--- src/rtl/ps2_mouse_packet_tracker_defines.svh ---
// Assertion helpers shared by the RTL.
// All of them sample on clk_i and are disabled while rst_ni is low.
`ifndef PS2_MOUSE_PACKET_TRACKER_DEFINES_SVH
`define PS2_MOUSE_PACKET_TRACKER_DEFINES_SVH

// Same-cycle implication
`define PS2MPT_ASSERT_NOW(lbl, ante, cons) \
  lbl: assert property (@(posedge clk_i) disable iff (!rst_ni) (ante) |-> (cons)) \
    else $error("ps2mpt: check failed");

// Next-cycle implication
`define PS2MPT_ASSERT_NEXT(lbl, ante, cons) \
  lbl: assert property (@(posedge clk_i) disable iff (!rst_ni) (ante) |=> (cons)) \
    else $error("ps2mpt: check failed");

`endif

--- src/rtl/ps2mpt_pkg.sv ---
`timescale 1ns / 1ps

package ps2mpt_pkg;

  // Field widths
  localparam int unsigned BYTE_W  = 8;
  localparam int unsigned CURS_W  = 12;
  localparam int unsigned CFG_W   = 13;
  localparam int unsigned REG_IDX_W = 1;

  // Register indexes
  localparam logic [REG_IDX_W-1:0] REG_SCREEN_WIDTH  = 1'b0;
  localparam logic [REG_IDX_W-1:0] REG_SCREEN_HEIGHT = 1'b1;

  // Register reset values
  localparam logic [CFG_W-1:0] SCREEN_WIDTH_RST  = 13'd1024;
  localparam logic [CFG_W-1:0] SCREEN_HEIGHT_RST = 13'd768;

  // Status byte: output full and auxiliary data must both be set
  localparam logic [BYTE_W-1:0] STATUS_NEED = 8'h21;

  // First packet byte layout
  localparam int unsigned BIT_LEFT   = 0;
  localparam int unsigned BIT_RIGHT  = 1;
  localparam int unsigned BIT_MIDDLE = 2;
  localparam int unsigned BIT_SYNC   = 3;

  // Packet byte position
  typedef logic [1:0] byte_idx_t;
  localparam byte_idx_t IDX_FIRST  = 2'd0;
  localparam byte_idx_t IDX_SECOND = 2'd1;
  localparam byte_idx_t IDX_LAST   = 2'd2;

  // Redraw every third moving packet
  typedef logic [1:0] redraw_cnt_t;
  localparam redraw_cnt_t REDRAW_EVERY = 2'd3;

endpackage

--- src/rtl/ps2mpt_in_if.sv ---
`timescale 1ns / 1ps

// Input channel: one controller status/data word
interface ps2mpt_in_if;
  logic                            valid;
  logic                            ready;
  logic [ps2mpt_pkg::BYTE_W-1:0]   ctrl_status;
  logic [ps2mpt_pkg::BYTE_W-1:0]   data_byte;

  modport source (output valid, output ctrl_status, output data_byte, input ready);
  modport sink   (input valid, input ctrl_status, input data_byte, output ready);
endinterface

--- src/rtl/ps2mpt_out_if.sv ---
`timescale 1ns / 1ps

// Output channel: one decoded packet word
interface ps2mpt_out_if;
  logic                            valid;
  logic                            ready;
  logic [ps2mpt_pkg::CURS_W-1:0]   cursor_x;
  logic [ps2mpt_pkg::CURS_W-1:0]   cursor_y;
  logic                            btn_left;
  logic                            btn_right;
  logic                            btn_middle;
  logic                            moved;
  logic                            redraw;

  modport source (output valid, output cursor_x, output cursor_y, output btn_left,
                  output btn_right, output btn_middle, output moved, output redraw,
                  input ready);
  modport sink   (input valid, input cursor_x, input cursor_y, input btn_left,
                  input btn_right, input btn_middle, input moved, input redraw,
                  output ready);
endinterface

--- src/rtl/ps2_mouse_packet_tracker.sv ---
// PS/2 mouse packet tracker.
// Output: a result word is valid in the cycle after the third byte of a packet is accepted.
// Throughput: one input word per cycle; the output register is the only stall point, and
//   words that do not complete a packet are taken even while a result waits.
// Reset (rst_ni low, async): byte position, cursor, redraw count and output valid clear;
//   screen size returns to 1024 x 768.
`timescale 1ns / 1ps
`include "ps2_mouse_packet_tracker_defines.svh"

module ps2_mouse_packet_tracker #(
  parameter int unsigned COORD_BITS = 12
) (
  input  logic                                clk_i,
  input  logic                                rst_ni,
  ps2mpt_in_if.sink                           in_i,
  ps2mpt_out_if.source                        out_o,
  input  logic                                cfg_we_i,
  input  logic [ps2mpt_pkg::REG_IDX_W-1:0]    cfg_idx_i,
  input  logic [ps2mpt_pkg::CFG_W-1:0]        cfg_wdata_i
);

  localparam int unsigned SW = (COORD_BITS + 1 > ps2mpt_pkg::CFG_W) ?
                               COORD_BITS + 1 : ps2mpt_pkg::CFG_W;
  localparam int unsigned XW = (COORD_BITS > ps2mpt_pkg::CURS_W) ?
                               COORD_BITS : ps2mpt_pkg::CURS_W;
  localparam int unsigned VW = COORD_BITS + 2;

  // Largest coordinate for a screen size: size-1, size 0 taken as 1, size capped at 2^COORD_BITS
  function automatic logic [COORD_BITS-1:0] max_coord(input logic [ps2mpt_pkg::CFG_W-1:0] sz);
    logic [SW-1:0] wsz;
    logic [SW-1:0] cap;
    logic [SW-1:0] dec;
    wsz = SW'(sz);
    cap = SW'(1) << COORD_BITS;
    dec = wsz - SW'(1);
    if (wsz == '0) begin
      max_coord = '0;
    end else if (wsz > cap) begin
      max_coord = '1;
    end else begin
      max_coord = dec[COORD_BITS-1:0];
    end
  endfunction

  // pos + delta, clamped to [0, maxc]
  function automatic logic [COORD_BITS-1:0] clamp_axis(input logic [COORD_BITS-1:0] pos,
                                                       input logic signed [8:0] delta,
                                                       input logic [COORD_BITS-1:0] maxc);
    logic signed [VW-1:0] v;
    v = $signed({2'b00, pos}) + VW'(delta);
    if (v < 0) begin
      clamp_axis = '0;
    end else if (v[COORD_BITS:0] > {1'b0, maxc}) begin
      clamp_axis = maxc;
    end else begin
      clamp_axis = v[COORD_BITS-1:0];
    end
  endfunction

  // Configuration registers
  logic [ps2mpt_pkg::CFG_W-1:0] width_q, height_q;

  always_ff @(posedge clk_i or negedge rst_ni) begin
    if (!rst_ni) begin
      width_q  <= ps2mpt_pkg::SCREEN_WIDTH_RST;
      height_q <= ps2mpt_pkg::SCREEN_HEIGHT_RST;
    end else if (cfg_we_i) begin
      case (cfg_idx_i)
        ps2mpt_pkg::REG_SCREEN_WIDTH:  width_q  <= cfg_wdata_i;
        ps2mpt_pkg::REG_SCREEN_HEIGHT: height_q <= cfg_wdata_i;
        default: ;
      endcase
    end
  end

  // Tracker state
  ps2mpt_pkg::byte_idx_t        idx_q, idx_d;
  logic [ps2mpt_pkg::BYTE_W-1:0] first_q, second_q;
  logic [COORD_BITS-1:0]        pos_x_q, pos_x_d, pos_y_q, pos_y_d;
  ps2mpt_pkg::redraw_cnt_t      rcnt_q, rcnt_d;

  // Output register
  logic                         out_valid_q, out_valid_d;
  logic [ps2mpt_pkg::CURS_W-1:0] out_x_q, out_y_q;
  logic [2:0]                   out_btn_q;
  logic                         out_moved_q, out_redraw_q;

  // Word qualification and handshake
  logic byte_ok, completes, in_fire, out_fire, res_fire;
  assign byte_ok   = (in_i.ctrl_status & ps2mpt_pkg::STATUS_NEED) == ps2mpt_pkg::STATUS_NEED;
  assign completes = byte_ok && (idx_q == ps2mpt_pkg::IDX_LAST);
  assign in_i.ready = !out_valid_q || out_o.ready || !completes;
  assign in_fire   = in_i.valid && in_i.ready;
  assign out_fire  = out_valid_q && out_o.ready;
  assign res_fire  = in_fire && completes;

  // Packet completion
  logic                   sync;
  logic signed [8:0]      dx, dy_neg;
  logic [COORD_BITS-1:0]  max_x, max_y;
  logic                   moved_d, redraw_d;
  ps2mpt_pkg::redraw_cnt_t rcnt_inc;
  logic [XW-1:0]          ext_x, ext_y;

  assign sync     = first_q[ps2mpt_pkg::BIT_SYNC];
  assign dx       = $signed({second_q[7], second_q});
  assign dy_neg   = 9'sd0 - $signed({in_i.data_byte[7], in_i.data_byte});
  assign max_x    = max_coord(width_q);
  assign max_y    = max_coord(height_q);
  assign rcnt_inc = rcnt_q + 2'd1;

  always_comb begin
    idx_d    = idx_q;
    pos_x_d  = pos_x_q;
    pos_y_d  = pos_y_q;
    rcnt_d   = rcnt_q;
    moved_d  = 1'b0;
    redraw_d = 1'b0;
    if (in_fire && byte_ok) begin
      case (idx_q)
        ps2mpt_pkg::IDX_FIRST:  idx_d = ps2mpt_pkg::IDX_SECOND;
        ps2mpt_pkg::IDX_SECOND: idx_d = ps2mpt_pkg::IDX_LAST;
        default: begin
          idx_d = ps2mpt_pkg::IDX_FIRST;
          if (sync) begin
            pos_x_d = clamp_axis(pos_x_q, dx, max_x);
            pos_y_d = clamp_axis(pos_y_q, dy_neg, max_y);
            moved_d = 1'b1;
            if (rcnt_inc >= ps2mpt_pkg::REDRAW_EVERY) begin
              rcnt_d   = '0;
              redraw_d = 1'b1;
            end else begin
              rcnt_d = rcnt_inc;
            end
          end
        end
      endcase
    end
  end

  assign ext_x = XW'(pos_x_d);
  assign ext_y = XW'(pos_y_d);

  always_comb begin
    out_valid_d = out_valid_q;
    if (res_fire) begin
      out_valid_d = 1'b1;
    end else if (out_fire) begin
      out_valid_d = 1'b0;
    end
  end

  always_ff @(posedge clk_i or negedge rst_ni) begin
    if (!rst_ni) begin
      idx_q       <= ps2mpt_pkg::IDX_FIRST;
      pos_x_q     <= '0;
      pos_y_q     <= '0;
      rcnt_q      <= '0;
      out_valid_q <= 1'b0;
    end else begin
      idx_q       <= idx_d;
      pos_x_q     <= pos_x_d;
      pos_y_q     <= pos_y_d;
      rcnt_q      <= rcnt_d;
      out_valid_q <= out_valid_d;
    end
  end

  // Packet bytes and result payload
  always_ff @(posedge clk_i) begin
    if (in_fire && byte_ok && idx_q == ps2mpt_pkg::IDX_FIRST) begin
      first_q <= in_i.data_byte;
    end
    if (in_fire && byte_ok && idx_q == ps2mpt_pkg::IDX_SECOND) begin
      second_q <= in_i.data_byte;
    end
    if (res_fire) begin
      out_x_q      <= ext_x[ps2mpt_pkg::CURS_W-1:0];
      out_y_q      <= ext_y[ps2mpt_pkg::CURS_W-1:0];
      out_btn_q    <= first_q[2:0];
      out_moved_q  <= moved_d;
      out_redraw_q <= redraw_d;
    end
  end

  assign out_o.valid      = out_valid_q;
  assign out_o.cursor_x   = out_x_q;
  assign out_o.cursor_y   = out_y_q;
  assign out_o.btn_left   = out_btn_q[ps2mpt_pkg::BIT_LEFT];
  assign out_o.btn_right  = out_btn_q[ps2mpt_pkg::BIT_RIGHT];
  assign out_o.btn_middle = out_btn_q[ps2mpt_pkg::BIT_MIDDLE];
  assign out_o.moved      = out_moved_q;
  assign out_o.redraw     = out_redraw_q;

  // Checks
  `PS2MPT_ASSERT_NEXT(a_result_after_last, res_fire, out_valid_q)
  `PS2MPT_ASSERT_NOW(a_no_overwrite, res_fire, !out_valid_q || out_o.ready)
  `PS2MPT_ASSERT_NOW(a_redraw_moved, out_valid_q && out_redraw_q, out_moved_q)
  `PS2MPT_ASSERT_NOW(a_counters_range, 1'b1,
                     idx_q != 2'd3 && rcnt_q != ps2mpt_pkg::REDRAW_EVERY)

endmodule

--- src/flat_wrapper.sv ---
// flat-port wrapper written by rule: the top's interface ports become plain ports
module ps2_mouse_packet_tracker_flat 
#(
  parameter int unsigned COORD_BITS = 12
)
  (clk_i, rst_ni, cfg_we_i, cfg_idx_i, cfg_wdata_i, in_i_valid, in_i_ctrl_status, in_i_data_byte, in_i_ready, out_o_valid, out_o_cursor_x, out_o_cursor_y, out_o_btn_left, out_o_btn_right, out_o_btn_middle, out_o_moved, out_o_redraw, out_o_ready);
  ps2mpt_in_if in_i_i ();
  ps2mpt_out_if out_o_i ();
  input  logic clk_i;
  input  logic rst_ni;
  input  logic cfg_we_i;
  input  logic [ps2mpt_pkg::REG_IDX_W-1:0] cfg_idx_i;
  input  logic [ps2mpt_pkg::CFG_W-1:0] cfg_wdata_i;
  input wire logic [$bits(in_i_i.valid)-1:0] in_i_valid;
  input wire logic [$bits(in_i_i.ctrl_status)-1:0] in_i_ctrl_status;
  input wire logic [$bits(in_i_i.data_byte)-1:0] in_i_data_byte;
  output wire logic [$bits(in_i_i.ready)-1:0] in_i_ready;
  output wire logic [$bits(out_o_i.valid)-1:0] out_o_valid;
  output wire logic [$bits(out_o_i.cursor_x)-1:0] out_o_cursor_x;
  output wire logic [$bits(out_o_i.cursor_y)-1:0] out_o_cursor_y;
  output wire logic [$bits(out_o_i.btn_left)-1:0] out_o_btn_left;
  output wire logic [$bits(out_o_i.btn_right)-1:0] out_o_btn_right;
  output wire logic [$bits(out_o_i.btn_middle)-1:0] out_o_btn_middle;
  output wire logic [$bits(out_o_i.moved)-1:0] out_o_moved;
  output wire logic [$bits(out_o_i.redraw)-1:0] out_o_redraw;
  input wire logic [$bits(out_o_i.ready)-1:0] out_o_ready;
  assign in_i_i.valid = in_i_valid;
  assign in_i_i.ctrl_status = in_i_ctrl_status;
  assign in_i_i.data_byte = in_i_data_byte;
  assign in_i_ready = in_i_i.ready;
  assign out_o_valid = out_o_i.valid;
  assign out_o_cursor_x = out_o_i.cursor_x;
  assign out_o_cursor_y = out_o_i.cursor_y;
  assign out_o_btn_left = out_o_i.btn_left;
  assign out_o_btn_right = out_o_i.btn_right;
  assign out_o_btn_middle = out_o_i.btn_middle;
  assign out_o_moved = out_o_i.moved;
  assign out_o_redraw = out_o_i.redraw;
  assign out_o_i.ready = out_o_ready;
  ps2_mouse_packet_tracker #(.COORD_BITS(COORD_BITS)) u_core (.clk_i(clk_i), .rst_ni(rst_ni), .in_i(in_i_i), .out_o(out_o_i), .cfg_we_i(cfg_we_i), .cfg_idx_i(cfg_idx_i), .cfg_wdata_i(cfg_wdata_i));
endmodule
--- config.mk ---
export PLATFORM = sky130hd
export DESIGN_NAME = ps2_mouse_packet_tracker_flat
export DESIGN_NICKNAME = d
export VERILOG_FILES = /design/src/rtl/ps2mpt_pkg.sv /design/src/rtl/ps2mpt_in_if.sv /design/src/rtl/ps2mpt_out_if.sv /design/src/rtl/ps2_mouse_packet_tracker.sv /design/src/flat_wrapper.sv
export VERILOG_INCLUDE_DIRS = /design/src /design/src/rtl
export SDC_FILE = /design/constraint.sdc
export NUM_CORES = 1
export LEC_CHECK = 0
export ABC_CLOCK_PERIOD_IN_PS = 4300
export BUFFER_PORTS_ARGS = -buffer_cell sky130_fd_sc_hd__buf_2
export CAP_MARGIN = 30
export CORE_AREA = 2 2 134 136
export CTS_CLUSTER_SIZE = 40
export DETAILED_ROUTE_END_ITERATION = 8
export DIE_AREA = 0 0 136 138
export GPL_ROUTABILITY_DRIVEN = 1
export PLACE_DENSITY = 0.57
export SYNTH_ARGS = -nofsm -noshare
export SYNTH_HDL_FRONTEND = slang
export SYNTH_SLANG_ARGS = --single-unit
--- constraint.sdc ---
create_clock -name clk_i -period 4.3 [get_ports clk_i]
set_clock_uncertainty 0.2 [all_clocks]
set_input_delay 0.43 -clock clk_i [delete_from_list [all_inputs] [get_ports clk_i]]
set_output_delay 0.43 -clock clk_i [all_outputs]
set_load 0.02 [all_outputs]
==> flow_summary.yaml <==
global_route:
  grt_pass1_vias: 4693
  grt_max_degree: 41
  antenna_found_initial: 0
  grt_first_pass_wirelength_um: 23230
  overflow: 0
  track_usage: 0.1562
sta:
  slew_viol_final: 0
  slew_headroom: 0.4357
  fin_crit_ps: 4259
  holdWs_ps: 75.85
  hold_viol: 0
  finalSetupViolations: 0
  fmax_mhz: 234.8
  grt_setup_unrepaired: "true"
  fin_crit_sh: 0.9905
  fin_tns_setup_ps: 0
  worst_pin_slew_ps: 843.4
clock_network:
  path_clk_slew_ps: 70
  cts_tree: "built"
  worstSkewPairLatency_ps: 350
  cts_made_buffers: 9
  cts-htree-levels: 3
  clockBufferDepth: 2
  cts_sinks: 96
  clockRootBuffer: "clkbuf_16"
power:
  swShare: 0.3852
  power.switching_mw: 1.824
  p_comb_frac: 0.553
  power.total_mw: 4.736
  internal-power_mw: 2.911
  clockPowerShare: 0.174
  leakage_nw: 3.393
  ir_drop_mv: 0.2400
  powerDensity_nw_per_um2: 627.6
  seqPwrFrac: 0.273
run:
  maxCapViolCount: 0
logic_synthesis:
  ys.flop_type: "dfrtp_1"
  yosysSeqAreaShare: 0.4352
  async_flop_share: 0.5729
  yosysTopAreaCell: "dfrtp_1"
  ys_types: 62
  synth_cells: 570
  synthesis.area_um2: 6001
  syn-num-nets: 661
  synth_top_area_share: 0.2168
  synth_area_leaders: "dfrtp_1 22%, edfxtp_1 21%, ha_1 11%"
  avgSynthCellArea_um2: 10.53
  ys_ff_latch: 96
  synth_edf_count: 41
  yosysWarnings: 0
finish:
  final_net_count: 777
  stdcell_count: 920
  drive_gt1_frac: 0.3054
  syn_to_final_growth_pct: 25.75
  final_cell_mix: "59 x buf_2, 53 x buf_4, 52 x dfrtp_1, 50 x ha_1, 46 x inv_1"
  final_common_cell: "buf_2"
  n_antenna_cell: 0
  fin_area_um2: 7546
floorplanning:
  core_um2: 17530
  io_pins: 66
  fp.dieArea_um2: 18770
  start_util: 0.3422
  die_height_um: 138
  fp-row-count: 49
  fp.dieW_um: 136
worst_setup_path:
  cp-start-kind: "flop"
  arrival_ps: 4150
  crit_required_ps: 4200
  cp-end-kind: "flop"
  path_class: "reg -> reg"
  path_max_fanout: 5
placement:
  numPortBuffers: 59
  dp_hpwl_um: 10830
  globalplace.congestion: 0.8638
  dpl_cell_area_um2: 6918
  place_inst: 895
status:
  status: "complete, no violations"
worst_hold_path:
  min_path_type: "in -> reg"
drt:
  vias: 4686
  viasPerCell: 5.093
  routedWlPerCell_um: 15.69
  drc: 0
  firstDrtPassIters: 4
  drt_iter0_drc: 325
  totalWireLength_um: 14430
  postRouteAntennaNets: 0
==> worst max-delay path, stage by stage, from the launching register on <==
cell and delay, ps:
dfrtp_1 380, or4_4 550, nor4_4 230, and4b_2 310, buf_4 130, nor2_1 50
nor2_2 140, ha_1 260, a21oi_1 130, nor2b_1 70, o21ai_1 150, a21oi_1 110
a2111oi_2 330, o311a_1 350, mux2_2 380, a22o_1 240
==> final timing paths <==
| path | start | endpoint | slack (ps) | cells after the start |
|---|---|---|---|---|
| max reg2reg | u_core.width_q[7] | u_core.out_o.cursor_x[0] | 40 | 15 |
| max in group asynchronous | rst_ni | u_core.height_q[9] | 2660 | 3 |
| min | in_i_data_byte[4] | u_core.second_q[4] | 80 | 1 |
| min reg2reg | u_core.first_q[2] | u_core.out_btn_q[2] | 220 | 0 |
| min in group asynchronous | rst_ni | u_core.pos_y_q[3] | 350 | 2 |
| max | u_core.width_q[7] | u_core.out_o.cursor_x[0] | 40 | 15 |
==> cells by family (layout without fill, tap and decap cells) <==
logic type,count (synthesis),in the layout,share of synthesized area
and+or+nand+nor,147,147,0.1278
adders and majority gates,57,57,0.1209
muxes,46,46,0.08319
DFF,96,96,0.4352
buffers and inverters,59,180,0.03920
AOI/OAI and AO/OA,131,131,0.1441
xor gates and xnor gates,34,34,0.04963
==> metal layers <==
layer  share of wire  track usage
met1            0.45       0.1963
met2            0.49       0.2589
met3           0.037      0.02714
met4           0.025      0.07456
met5               0            0
==> synthesized netlist by cell type, types with 4 or more instances <==
| master | instances |
|---|---|
| a21o_1 | 10 |
| a21oi_1 | 25 |
| a22o_1 | 11 |
| a31oi_1 | 9 |
| and2_1 | 4 |
| clkbuf_1 | 7 |
| dfrtp_1 | 52 |
| edfxtp_1 | 41 |
| ha_1 | 54 |
| inv_1 | 46 |
| mux2_2 | 31 |
| mux2i_1 | 15 |
| nand2_1 | 28 |
| nand2b_1 | 10 |
| nand3_1 | 13 |
| nand4_1 | 5 |
| nor2_1 | 38 |
| nor2b_1 | 11 |
| nor3_1 | 13 |
| nor4_1 | 5 |
| o21a_1 | 9 |
| o21ai_0 | 34 |
| o21bai_1 | 4 |
| o31ai_1 | 4 |
| or3_1 | 5 |
| xnor2_1 | 21 |
| xor2_1 | 13 |
==> stage by stage <==
| step | utilization | setup WS [ps] |
|---|---|---|
| detailed placement | 0.3945 | -227.3 |
| global route | 0.4304 | -208.0 |
| finish | 0.4304 | 40.98 |
| floorplan | - | 289.4 |
| global placement | 0.3933 | -125.0 |
| CTS | 0.4137 | 11.10 |
==> flip-flops by register name (all words and copies together), names as in the netlist <==
register	flops
u_core.width_q	13
u_core.first_q	4
u_core.second_q	8
u_core.rcnt_q	2
u_core.idx_q	2
u_core.height_q	13
u_core.out_o.moved	1
u_core.out_btn_q	3
u_core.pos_y_q	12
u_core.out_o.valid	1
u_core.pos_x_q	12
u_core.out_o.cursor_x	12
u_core.out_o.cursor_y	12
u_core.out_o.redraw	1
==> what timing repair did <==
item	CTS	global route
cloned	0	1
gates resized for setup	6	52
setup endpoints to repair	13	43
hold buffers	1	0
pin swaps	2	21
endpoints found under the hold margin	15	0
setup buffers	1	6
==> final cells by class <==
cell class / count / area (um2)
tap: 229 / 286.5
fill: 1670 / 9988
multi-input combinational: 415 / 3392
inverter: 46 / 172.7
clock buffer: 9 / 225.2
sequential: 96 / 2611
timing repair buffer: 118 / 782.0
clock inverter: 7 / 76.32
==> power groups by stage <==
stage | sequential (mW) | clock (mW) | combinational (mW)
global route | 1.32 | 0.889 | 2.91
global placement | 1.30 | 0 | 2.17
finish | 1.29 | 0.822 | 2.62
detailed placement | 1.30 | 0 | 2.24
floorplan | 1.28 | 0 | 1.60
CTS | 1.29 | 0.845 | 2.30
(Power assumes the default switching activity.)
